<file path="src/jsu_pkg.sv">
// shared constants, types and helper functions of the string unescaper
package jsu_pkg;

    localparam int LENGTH_BITS = 16;
    localparam int TOTAL_W     = 16;
    localparam int WIDE_W      = LENGTH_BITS + TOTAL_W;

    // phase codes
    localparam logic [1:0] PH_WAIT = 2'd0;
    localparam logic [1:0] PH_BODY = 2'd1;
    localparam logic [1:0] PH_ESC  = 2'd2;

    // status codes
    localparam logic [1:0] ST_OK       = 2'd0;
    localparam logic [1:0] ST_NO_OPEN  = 2'd1;
    localparam logic [1:0] ST_NO_CLOSE = 2'd2;
    localparam logic [1:0] ST_BAD_ESC  = 2'd3;

    // byte codes
    localparam logic [7:0] CH_NUL    = 8'h00;
    localparam logic [7:0] CH_QUOTE  = 8'h22;
    localparam logic [7:0] CH_BSLASH = 8'h5c;
    localparam logic [7:0] CH_SLASH  = 8'h2f;
    localparam logic [7:0] CH_LC_N   = 8'h6e;
    localparam logic [7:0] CH_LC_T   = 8'h74;
    localparam logic [7:0] CH_LC_R   = 8'h72;
    localparam logic [7:0] CH_LC_B   = 8'h62;
    localparam logic [7:0] CH_LC_F   = 8'h66;
    localparam logic [7:0] CH_LF     = 8'h0a;
    localparam logic [7:0] CH_TAB    = 8'h09;
    localparam logic [7:0] CH_CR     = 8'h0d;
    localparam logic [7:0] CH_BS     = 8'h08;
    localparam logic [7:0] CH_FF     = 8'h0c;

    typedef struct packed {
        logic [1:0]             phase;
        logic [LENGTH_BITS-1:0] count;
        logic                   bad;
    } state_t;

    typedef struct packed {
        logic               emit;
        logic [7:0]         out_byte;
        logic               char_valid;
        logic               done_res;
        logic [1:0]         status;
        logic [TOTAL_W-1:0] total_length;
    } result_t;

    typedef struct packed {
        logic       ok;
        logic [7:0] ch;
    } esc_t;

    // decoded character of an escape, ok low when unsupported
    function automatic esc_t map_escape(input logic [7:0] c);
        esc_t e;
        e.ok = 1'b1;
        case (c)
            CH_LC_N:   e.ch = CH_LF;
            CH_LC_T:   e.ch = CH_TAB;
            CH_LC_R:   e.ch = CH_CR;
            CH_LC_B:   e.ch = CH_BS;
            CH_LC_F:   e.ch = CH_FF;
            CH_BSLASH: e.ch = CH_BSLASH;
            CH_SLASH:  e.ch = CH_SLASH;
            CH_QUOTE:  e.ch = CH_QUOTE;
            default:
            begin
                e.ok = 1'b0;
                e.ch = CH_NUL;
            end
        endcase
        return e;
    endfunction

    // count plus one, held at all ones
    function automatic logic [LENGTH_BITS-1:0] count_inc(input logic [LENGTH_BITS-1:0] c);
        logic [LENGTH_BITS-1:0] r;
        r = (&c) ? c : c + LENGTH_BITS'(1);
        return r;
    endfunction

    // byte count squeezed into the result length field
    function automatic logic [TOTAL_W-1:0] count_to_total(input logic [LENGTH_BITS-1:0] c);
        logic [WIDE_W-1:0] wide;
        logic [TOTAL_W-1:0] t;
        wide = WIDE_W'(c);
        if (wide > WIDE_W'({TOTAL_W{1'b1}}))
            t = '1;
        else
            t = wide[TOTAL_W-1:0];
        return t;
    endfunction

endpackage

</file>
<file path="src/jsu_decode.sv">
// per-byte decision logic: next state and result of one raw byte
module jsu_decode
(
    input  logic [7:0]       data_byte,
    input  jsu_pkg::state_t  state_cur,
    output jsu_pkg::state_t  state_next,
    output jsu_pkg::result_t res
);
    import jsu_pkg::*;

    esc_t esc;

    assign esc = map_escape(data_byte);

    always_comb
    begin
        state_next       = state_cur;
        res.emit         = 1'b0;
        res.out_byte     = CH_NUL;
        res.char_valid   = 1'b0;
        res.done_res     = 1'b0;
        res.status       = ST_OK;
        res.total_length = '0;
        case (state_cur.phase)
            PH_BODY:
            begin
                if (data_byte == CH_NUL)
                begin
                    state_next.phase = PH_WAIT;
                    res.emit         = 1'b1;
                    res.done_res     = 1'b1;
                    res.status       = ST_NO_CLOSE;
                    res.total_length = count_to_total(state_cur.count);
                end
                else
                begin
                    state_next.count = count_inc(state_cur.count);
                    if (data_byte == CH_BSLASH)
                        state_next.phase = PH_ESC;
                    else if (data_byte == CH_QUOTE)
                    begin
                        state_next.phase = PH_WAIT;
                        res.emit         = 1'b1;
                        res.done_res     = 1'b1;
                        res.status       = state_cur.bad ? ST_BAD_ESC : ST_OK;
                        res.total_length = count_to_total(state_next.count);
                    end
                    else
                    begin
                        res.emit       = 1'b1;
                        res.char_valid = 1'b1;
                        res.out_byte   = data_byte;
                    end
                end
            end
            PH_ESC:
            begin
                if (data_byte == CH_NUL)
                begin
                    state_next.phase = PH_WAIT;
                    res.emit         = 1'b1;
                    res.done_res     = 1'b1;
                    res.status       = ST_NO_CLOSE;
                    res.total_length = count_to_total(state_cur.count);
                end
                else
                begin
                    state_next.count = count_inc(state_cur.count);
                    state_next.phase = PH_BODY;
                    if (esc.ok)
                    begin
                        res.emit       = 1'b1;
                        res.char_valid = 1'b1;
                        res.out_byte   = esc.ch;
                    end
                    else
                        state_next.bad = 1'b1;
                end
            end
            default:
            begin
                // waiting, the spare phase code acts the same
                if (data_byte == CH_QUOTE)
                begin
                    state_next.phase = PH_BODY;
                    state_next.count = LENGTH_BITS'(1);
                    state_next.bad   = 1'b0;
                end
                else
                begin
                    state_next.phase = PH_WAIT;
                    res.emit         = 1'b1;
                    res.done_res     = 1'b1;
                    res.status       = ST_NO_OPEN;
                end
            end
        endcase
    end

endmodule

</file>
<file path="src/json_string_unescape_top.sv">
// top level of the json string unescaper: input register, decode, result register
// One raw byte per beat goes in on in_valid/in_ready and at most one result beat
// comes out on out_valid/out_ready. The block sustains one byte per clock while
// the consumer takes its results: a byte sits in the input register, the decode
// logic works out the next parse state and the result from that byte and the
// parse state, and the result lands in the result register when the byte moves
// on. Bytes that yield nothing (the opening quote, a backslash, an unsupported
// escape) still take their slot. in_ready drops only while the result register
// holds a beat the consumer has not taken and the input register is full.
// A result carries either a decoded character (char_valid) or the end of a string
// (done_res) with its status and its length, counting the quotes read; on an
// error status the consumer throws away the characters already delivered.
module json_string_unescape_top
(
    input  logic                        clk,
    input  logic                        rst_n,
    input  logic                        in_valid,
    output logic                        in_ready,
    input  logic [7:0]                  data_byte,
    output logic                        out_valid,
    input  logic                        out_ready,
    output logic [7:0]                  out_byte,
    output logic                        char_valid,
    output logic                        done_res,
    output logic [1:0]                  status,
    output logic [jsu_pkg::TOTAL_W-1:0] total_length
);
    import jsu_pkg::*;

    // input register
    logic       in_vld_reg;
    logic [7:0] in_byte_reg;

    // parse state
    state_t state_reg;
    state_t state_next;

    // result register
    logic    out_vld_reg;
    result_t res_reg;
    result_t res_next;

    logic advance;

    jsu_decode u_decode
    (
        .data_byte  (in_byte_reg),
        .state_cur  (state_reg),
        .state_next (state_next),
        .res        (res_next)
    );

    // held byte moves on once the result register is free or being drained
    assign advance  = in_vld_reg && (!out_vld_reg || out_ready);
    assign in_ready = !in_vld_reg || advance;

    always_ff @(posedge clk or negedge rst_n)
    begin
        if (!rst_n)
        begin
            in_vld_reg      <= 1'b0;
            out_vld_reg     <= 1'b0;
            state_reg.phase <= PH_WAIT;
            state_reg.count <= '0;
            state_reg.bad   <= 1'b0;
        end
        else
        begin
            if (in_ready)
                in_vld_reg <= in_valid;
            if (advance)
            begin
                state_reg   <= state_next;
                out_vld_reg <= res_next.emit;
            end
            else if (out_ready)
                out_vld_reg <= 1'b0;
        end
    end

    // payload registers, no reset needed
    always_ff @(posedge clk)
    begin
        if (in_ready && in_valid)
            in_byte_reg <= data_byte;
        if (advance && res_next.emit)
            res_reg <= res_next;
    end

    assign out_valid    = out_vld_reg;
    assign out_byte     = res_reg.out_byte;
    assign char_valid   = res_reg.char_valid;
    assign done_res     = res_reg.done_res;
    assign status       = res_reg.status;
    assign total_length = res_reg.total_length;

endmodule

</file>
<file path="config.mk">
export PLATFORM = sky130hd
export DESIGN_NAME = json_string_unescape_top
export DESIGN_NICKNAME = d
export VERILOG_FILES = /design/src/jsu_pkg.sv /design/src/jsu_decode.sv /design/src/json_string_unescape_top.sv
export SDC_FILE = /design/constraint.sdc
export NUM_CORES = 1
export LEC_CHECK = 0
export BUFFER_PORTS_ARGS = -buffer_cell sky130_fd_sc_hd__buf_2
export CAP_MARGIN = 20
export CORE_MARGIN = 2
export CORE_UTILIZATION = 50
export DETAILED_ROUTE_END_ITERATION = 10
export PLACE_DENSITY = 0.7
export SLEW_MARGIN = 40
export SYNTH_ARGS = -nofsm -noshare
export SYNTH_HDL_FRONTEND = slang
export SYNTH_HIERARCHICAL = 1
export SYNTH_SLANG_ARGS = --single-unit
export TNS_END_PERCENT = 20
</file>
<file path="constraint.sdc">
create_clock -name clk -period 3.4 [get_ports clk]
set_clock_uncertainty 0.15 [all_clocks]
set_input_delay 0.68 -clock clk [delete_from_list [all_inputs] [get_ports clk]]
set_output_delay 0.68 -clock clk [all_outputs]
set_load 0.05 [all_outputs]
</file>
---- Yosys cells after proc, flatten, opt, wreduce, memory -nomap -nowiden ----
Index checks and enable logic that the tools add are counted.
operators by class
  add/sub/neg operators ................... 1
  eq/ne operators ......................... 14
  multiplexer cells ....................... 33
  bitwise operators ....................... 1
  reduce and logical (&&, ||, !) cells .... 16
operator list
  operator                                                                count
  19-bit two-way mux                                                      3
  7-bit one-hot mux with 8 select lines                                   1
  8-bit by 7-bit equality test with 1-bit output (second input constant)  6
  18-bit one-hot mux with 2 select lines                                  1
  17-bit two-way mux                                                      2
  16-bit two-way mux                                                      2
  16-bit one-hot mux with 2 select lines                                  1
  29-bit two-way mux                                                      1
  9-bit two-way mux                                                       3
  9-bit one-hot mux with 2 select lines                                   1
  16-bit by 1-bit adder with 16-bit output (second input constant)        1
  8-bit by 6-bit equality test with 1-bit output (second input constant)  2
  16-bit AND reduction                                                    1
  10-bit two-way mux                                                      1
  1-bit two-way mux                                                       9
  8-bit logical NOT                                                       1
  2-bit two-way mux                                                       4
  8-bit OR reduction                                                      1
  2-bit != test (second input constant)                                   3
  3-bit one-hot mux with 2 select lines                                   1
  5-bit AND reduction                                                     1
  4-bit by 1-bit != test with 1-bit output (second input constant)        1
  1-bit one-hot mux with 2 select lines                                   2
  4-bit AND reduction                                                     1
  other kinds (10)                                                        15
word-level totals
  flip-flop bits (word level) ............. 57
  input bits .............................. 12
  output and inout bits ................... 30
  logic and storage cells ................. 76

---- Longest topological paths before layout ----
Gate-level depths: netlist (run 1).
  depth after elaboration ................. 7
  gate-level depth with buffers ........... 10
  depth with buffers taken out ............ 8

---- By module ----
The synthesis (run 1) kept the hierarchy.
modules (own cells, without submodules)
  module                    times used  cells an instance  area each (sq um)  sequential area each (sq um)
  json_string_unescape_top  1           86                 1939.4             1606.5
  jsu_decode                1           257                1660.3             0.0

---- Least setup slack after synthesis (run 1) ----
OpenSTA, ideal clock, no wires.
  path kind ............................... reg2reg
  start point ............................. register in_byte_reg[2]
  end point ............................... register res_reg, in the netlist char_valid (enable)
  setup time .............................. 0.413 ns
  data arrival time ....................... 3.053 ns
  required time ........................... 2.837 ns
  path slack .............................. -0.216 ns
  stages on the path, launching flop included .. 9
  path buffers ............................ 2
  period minus slack after synthesis ...... 3.616 ns
  cell sequence ........................... edfxtp_1 -> buf_6 -> nor4_4 -> and2_2 -> buf_2 -> nor3_1 -> a221oi_2 -> nand2_1 -> nor2_1
RTL lines
  element                   RTL line                        text
  start: declaration        json_string_unescape_top.sv:32  logic [7:0] in_byte_reg;
  start signal: assignment  json_string_unescape_top.sv:85  in_byte_reg <= data_byte;
  end signal: assignment    json_string_unescape_top.sv:87  res_reg <= res_next;
  end: declaration          json_string_unescape_top.sv:40  result_t res_reg;

==> out/results.ini, run 1 <==
[outcome]
run_status=finished, final reports clean

[setup_path]
crit_path_top_delay_cell=sky130_fd_sc_hd__or4_1
critPathArrivalTime_ns=2.75
crit-reg2reg-launch=in_byte_reg[2]
crit_path_start_kind=register
r2r_setup_slack_ns=0.53
timing.critical_path.to_type=register
worstPathCellList=or4_1 -> a311oi_2 -> nor3_1 -> a221oi_2 -> nand2_1 -> nor2_2 -> buf_4
reg2reg_depth=7
worst_path_largest_cell_delay_ns=0.58
crit_required_ns=3.28
timing.critical_path.buf_inv=1
timing.critical_path.max_delay_family=simple AND/OR/NAND/NOR gates
path_max_fanout=17
critPathKind=register to register
r2r_end=status[1]

[yosys]
yosys_warnings=6
post_synthesis_register_bit_count=57
synthDistinctLibCells=73
synthesis.instances=343
post-synth-top-area-fraction_pct=30.0
postSynthNetCount=358
synth_enable_flop_cells=36
yosysTopAreaCell=sky130_fd_sc_hd__edfxtp_1
synth_cell_area_um2=3600
async_reset_ff_share_pct=36.8
postSynth.topFlopCell=sky130_fd_sc_hd__edfxtp_1
synth.area.top_cells=sky130_fd_sc_hd__edfxtp_1 30%, sky130_fd_sc_hd__dfrtp_1 15%, sky130_fd_sc_hd__mux2_4 4.2%
synthesis.area_per_instance_um2=10.5
synth-seq-area-share_pct=44.6

[worst_hold_path]
hp-class=input port to asynchronous set/reset pin

[floorplan]
die-height_um=88.9
i_o_pin_count=42
core-area_um2=6870
row_count=30
fp.dieArea_um2=7890
initial_utilization_pct=52.4
fp.dieW_um=88.9

[drt]
drt-vias-per-instance=6.09
drt-initial-drc-count=313
postRouteAntennaNets=0
drt-pass1-iter-count=5
route.final.wire_length_um=8180
via_count=2915
drc_errors=0
route.detailed.wl_per_inst_um=17.1

[global_route]
track_usage_pct=22.4
grt_max_degree=22
grt_overflow=0
first_global_vias=2610
grt_first_pass_wirelength_um=13300
initial_antenna_violation_count=0

[final_layout]
multi_input_gate_area_um2=1800
layout_common_cells=41 x sky130_fd_sc_hd__buf_2, 36 x sky130_fd_sc_hd__edfxtp_1, 30 x sky130_fd_sc_hd__nand2_1
largest_reg_flops=19
area_growth_syn_to_layout_pct=13.5
num_antenna_cells=0
seqCellArea_um2=1610
mostFrequentLayoutCell=sky130_fd_sc_hd__buf_2
drive_gt1_share_pct=30.0
fill_cells=574
finish.net_count=393

[timing]
report.final.slew_viol_count=0
rsz0062_at_grt=false
tightestPinTransition_ns=0.829
hold_viol_final=0
relative_slew_slack_pct=44.5
post-route-period-util_pct=84.3
final_critical_path_setup_slack_ns=0.534
maxClockFrequency_mhz=349
finalSetupTns_ns=0
finalSetupViolations=0
post-route-min-period_ns=2.87

[power_and_ir_drop]
power.static_leakage_nw=1.62
vdd_drop_max_mv=0.253
cellPowerDensity_nw_per_um2=447

[placement]
sum_of_net_half_perimeters_after_detailed_placement_um=5480
placement.setup.worst_slack_ns=0.548
finalWeightedCongestion=0.857
numPortBuffers=41

[clock_network]
cts-resized-gates=0
postCtsSetupRepairBufs=0
clock-sinks=57
cts_tree=built
htree_num_levels=3
insertion_delay_ns=0.34
path_clk_slew_ns=0.07
cts_buffers=9
clock_tree.root_cell=sky130_fd_sc_hd__clkbuf_8
cts_hold_buffers=0
cts_max_path_buffers=2

[flow_run]
maxCapViolations=0

-- worst max path at each step --
stage / from / endpoint / slack, ns / depth (start not counted)
2_1_floorplan: in_byte_reg[2] / char_valid / 0.24 / 8
3_3_place_gp: in_byte_reg[2] / status[0] / 0.63 / 7
3_5_place_dp: in_byte_reg[2] / total_length[2] / 0.55 / 7
4_1_cts: in_byte_reg[2] / out_byte[1] / 0.53 / 7
5_1_grt: in_byte_reg[6] / out_byte[6] / 0.36 / 8
6_report: in_byte_reg[2] / status[1] / 0.53 / 7
-- cells by family (layout without fill, tap and decap cells) --
kind of cell | count (synthesis) | in the layout | synth area share (%)
adders and majority gates | 3 | 3 | 1.04
buffers and inverters | 33 | 73 | 5.32
DFF | 57 | 57 | 44.6
muxes | 19 | 19 | 6.99
and+or+nand+nor | 145 | 145 | 23.7
AOI/OAI and AO/OA | 84 | 84 | 17.8
xor gates and xnor gates | 2 | 2 | 0.487
-- through the flow --
stage / total power (W) / instance area [µm²] / hold WS (ns) / instances / utilization, %
final: 0.00182 / 4080 / 0.148 / 479 / 59.5
after global routing: 0.00189 / 4080 / 0.181 / 479 / 59.5
after CTS: 0.00183 / 4080 / 0.169 / 479 / 59.5
after detailed placement: 0.00101 / 3830 / 0.379 / 463 / 55.7
after global placement: 0.00100 / 3830 / 0.377 / 463 / 55.7
after floorplan: 0.000960 / 3600 / 0.234 / 343 / -
-- final cells by class --
class	instances	share of cell area [%]
inverters	8	0.735
multi-input cells	253	44.2
clock inverters	6	3.19
repair buffers	49	6.50
well taps	96	2.94
clock buffers	10	3.12
flip-flops and latches	57	39.3
-- per-layer routing --
layer / up-vias / global-route usage (%) / wire [µm]
li1: 1388 / - / -
met5: - / 0 / 0
met1: 1410 / 32.8 / 3970
met4: 0 / 7.71 / 116
met3: 11 / 5.32 / 467
met2: 106 / 32.3 / 3620
-- report_power, final --
group | internal [W] | total [W] | switching [W]
clock | 0.000559 | 0.000834 | 0.000275
combinational | 0.0000527 | 0.000187 | 0.000134
sequential | 0.000773 | 0.000804 | 0.0000308
-- synth_stat cells, types with 4 or more instances --
cell type,count
sky130_fd_sc_hd__edfxtp_1,36
sky130_fd_sc_hd__nand2_1,30
sky130_fd_sc_hd__nor2_1,26
sky130_fd_sc_hd__dfrtp_1,21
sky130_fd_sc_hd__a21oi_1,17
sky130_fd_sc_hd__nand3_1,16
sky130_fd_sc_hd__a31oi_1,12
sky130_fd_sc_hd__nand4_1,12
sky130_fd_sc_hd__buf_2,10
sky130_fd_sc_hd__mux2_4,10
sky130_fd_sc_hd__o21ai_0,10
sky130_fd_sc_hd__mux2_2,9
sky130_fd_sc_hd__and3_1,8
sky130_fd_sc_hd__inv_1,8
sky130_fd_sc_hd__a221o_1,7
sky130_fd_sc_hd__clkbuf_1,7
sky130_fd_sc_hd__and4_1,6
sky130_fd_sc_hd__or3_1,6
sky130_fd_sc_hd__nor3_1,5
sky130_fd_sc_hd__buf_6,4
(Power assumes the default switching activity.)
==> run 2, diff against run 1 <==
--- a/config.mk
+++ b/config.mk
@@ -10,7 +10,7 @@
 export CORE_MARGIN = 2
 export CORE_UTILIZATION = 50
 export DETAILED_ROUTE_END_ITERATION = 10
-export PLACE_DENSITY = 0.7
+export PLACE_DENSITY = 0.67
 export SLEW_MARGIN = 40
 export SYNTH_ARGS = -nofsm -noshare
 export SYNTH_HDL_FRONTEND = slang
==> constraint.sdc (replaced) <==
create_clock -name clk -period 2.85 [get_ports clk]
set_clock_uncertainty 0.15 [all_clocks]
set_input_delay 0.57 -clock clk [delete_from_list [all_inputs] [get_ports clk]]
set_output_delay 0.57 -clock clk [all_outputs]
set_load 0.05 [all_outputs]
==> out/results.ini, run 2 (same netlist as run 1, synthesis figures left out) <==
[outcome]
run_status=finished, final reports clean

[timing]
tightestPinTransition_ns=0.807
post-route-min-period_ns=2.72
rsz0062_at_grt=false
maxClockFrequency_mhz=368
hold_viol_final=0
report.final.slew_viol_count=0
finalSetupTns_ns=0
relative_slew_slack_pct=46.1
finalSetupViolations=0
post-route-period-util_pct=95.4

[final_layout]
seqCellArea_um2=1610
fill_cells=597
drive_gt1_share_pct=32.8
final_cells=496
multi_input_gate_area_um2=1810
mostFrequentLayoutCell=sky130_fd_sc_hd__buf_2
post-route-cell-area_um2=4170
finalCoreUtilization_pct=60.7
area_growth_syn_to_layout_pct=15.9
finish.net_count=410
num_antenna_cells=0
layout_common_cells=41 x sky130_fd_sc_hd__buf_2, 36 x sky130_fd_sc_hd__edfxtp_1, 30 x sky130_fd_sc_hd__nand2_1
largest_reg_flops=19

[drt]
route.final.wire_length_um=8330
drc_errors=0
via_count=2955
postRouteAntennaNets=0
drt-initial-drc-count=298
drt-pass1-iter-count=5
route.detailed.wl_per_inst_um=16.8
drt-vias-per-instance=5.96

[global_route]
grt_max_degree=22
groute.layer.met2.usage_pct=32.5
first_global_vias=2743
grt_overflow=0
track_usage_pct=23.0
use_met1_pct=35.0
grt_first_pass_wirelength_um=13900
met3_usage_pct=3.92
busiest_layer=met1
initial_antenna_violation_count=0

[clock_network]
cts_hold_buffers=0
path_clk_slew_ns=0.06
clock_tree.root_cell=sky130_fd_sc_hd__clkbuf_8
clock-sinks=57
htree_num_levels=3
insertion_delay_ns=0.34
cts_tree=built
cts_buffers=9
cts_max_path_buffers=2

[placement]
place_inst=478
numPortBuffers=41
placed_cell_area_um2=3960
finalWeightedCongestion=0.932
sum_of_net_half_perimeters_after_detailed_placement_um=5590

[power_and_ir_drop]
power.static_leakage_nw=1.68
vdd_drop_max_mv=0.298
cellPowerDensity_nw_per_um2=473

[setup_path]
timing.critical_path.to_type=register
critPathKind=register to register
crit_required_ns=2.74
critPathArrivalTime_ns=2.61
r2r_setup_slack_ns=0.13
crit_path_start_kind=register
path_max_fanout=19

[floorplan]
core-area_um2=6870
row_count=30
i_o_pin_count=42
fp.dieArea_um2=7890
die-height_um=88.9
fp.dieW_um=88.9
initial_utilization_pct=52.4

[worst_hold_path]
hp-class=input port to asynchronous set/reset pin

[flow_run]
maxCapViolations=0

-- run 2: cell type report --
class / instances / share of cell area [%]
clock buffers: 13 / 3.81
repair buffers: 66 / 9.72
flip-flops and latches: 57 / 38.5
well taps: 96 / 2.88
multi-input cells: 253 / 43.4
clock inverters: 3 / 0.960
inverters: 8 / 0.720
-- run 2: through the flow --
stage          setup WS [ns]  total power, W  hold slack, ns
2_1_floorplan         0.0118         0.00115           0.124
3_3_place_gp          0.0516         0.00122           0.386
3_5_place_dp         0.00253         0.00122           0.390
4_1_cts               0.0109         0.00199          0.0709
5_1_grt              0.00980         0.00205          0.0949
6_report               0.131         0.00197          0.0559
-- run 2: final timing paths --
check / from / end / depth (start not counted)
min: rst_n / state_reg[8] / 1
max reg2reg: in_byte_reg[0] / total_length[3] / 7
max in group asynchronous: rst_n / state_reg[9] / 1
min in group clk: data_byte[2] / in_byte_reg[2] / 1
min reg2reg: state_reg[18] / state_reg[18] / 1
max: in_byte_reg[0] / total_length[3] / 7
-- run 2: routing by layer --
layer  share of wire [%]  up-vias
met5                   0        -
met4                 1.4        0
met3                 6.5       12
met2                  44      124
met1                  48     1396
li1                    -     1423
-- run 2: repair_timing --
item | in CTS | in global routing
cloned | 0 | 0
resized for setup | 0 | 0
endpoints found under the setup margin | 19 | 23
endpoints found under the hold margin | 0 | 0
setup buffers | 0 | 2
pin swaps | 1 | 2
-- run 2: critical path: stages (launching register included) --
cell	delay, ns
sky130_fd_sc_hd__edfxtp_1	0.46
sky130_fd_sc_hd__or4_1	0.51
sky130_fd_sc_hd__a311oi_2	0.36
sky130_fd_sc_hd__nor3_1	0.15
sky130_fd_sc_hd__a221oi_2	0.27
sky130_fd_sc_hd__nand2_1	0.14
sky130_fd_sc_hd__nor2_4	0.20
sky130_fd_sc_hd__buf_12	0.18
-- run 2: where the power goes --
group / internal [W] / total (W) / leakage (nW) / switching (W)
combinational: 0.0000835 / 0.000267 / 0.939 / 0.000184
clock: 0.000449 / 0.000766 / 0.103 / 0.000316
sequential: 0.000922 / 0.000939 / 0.639 / 0.0000171
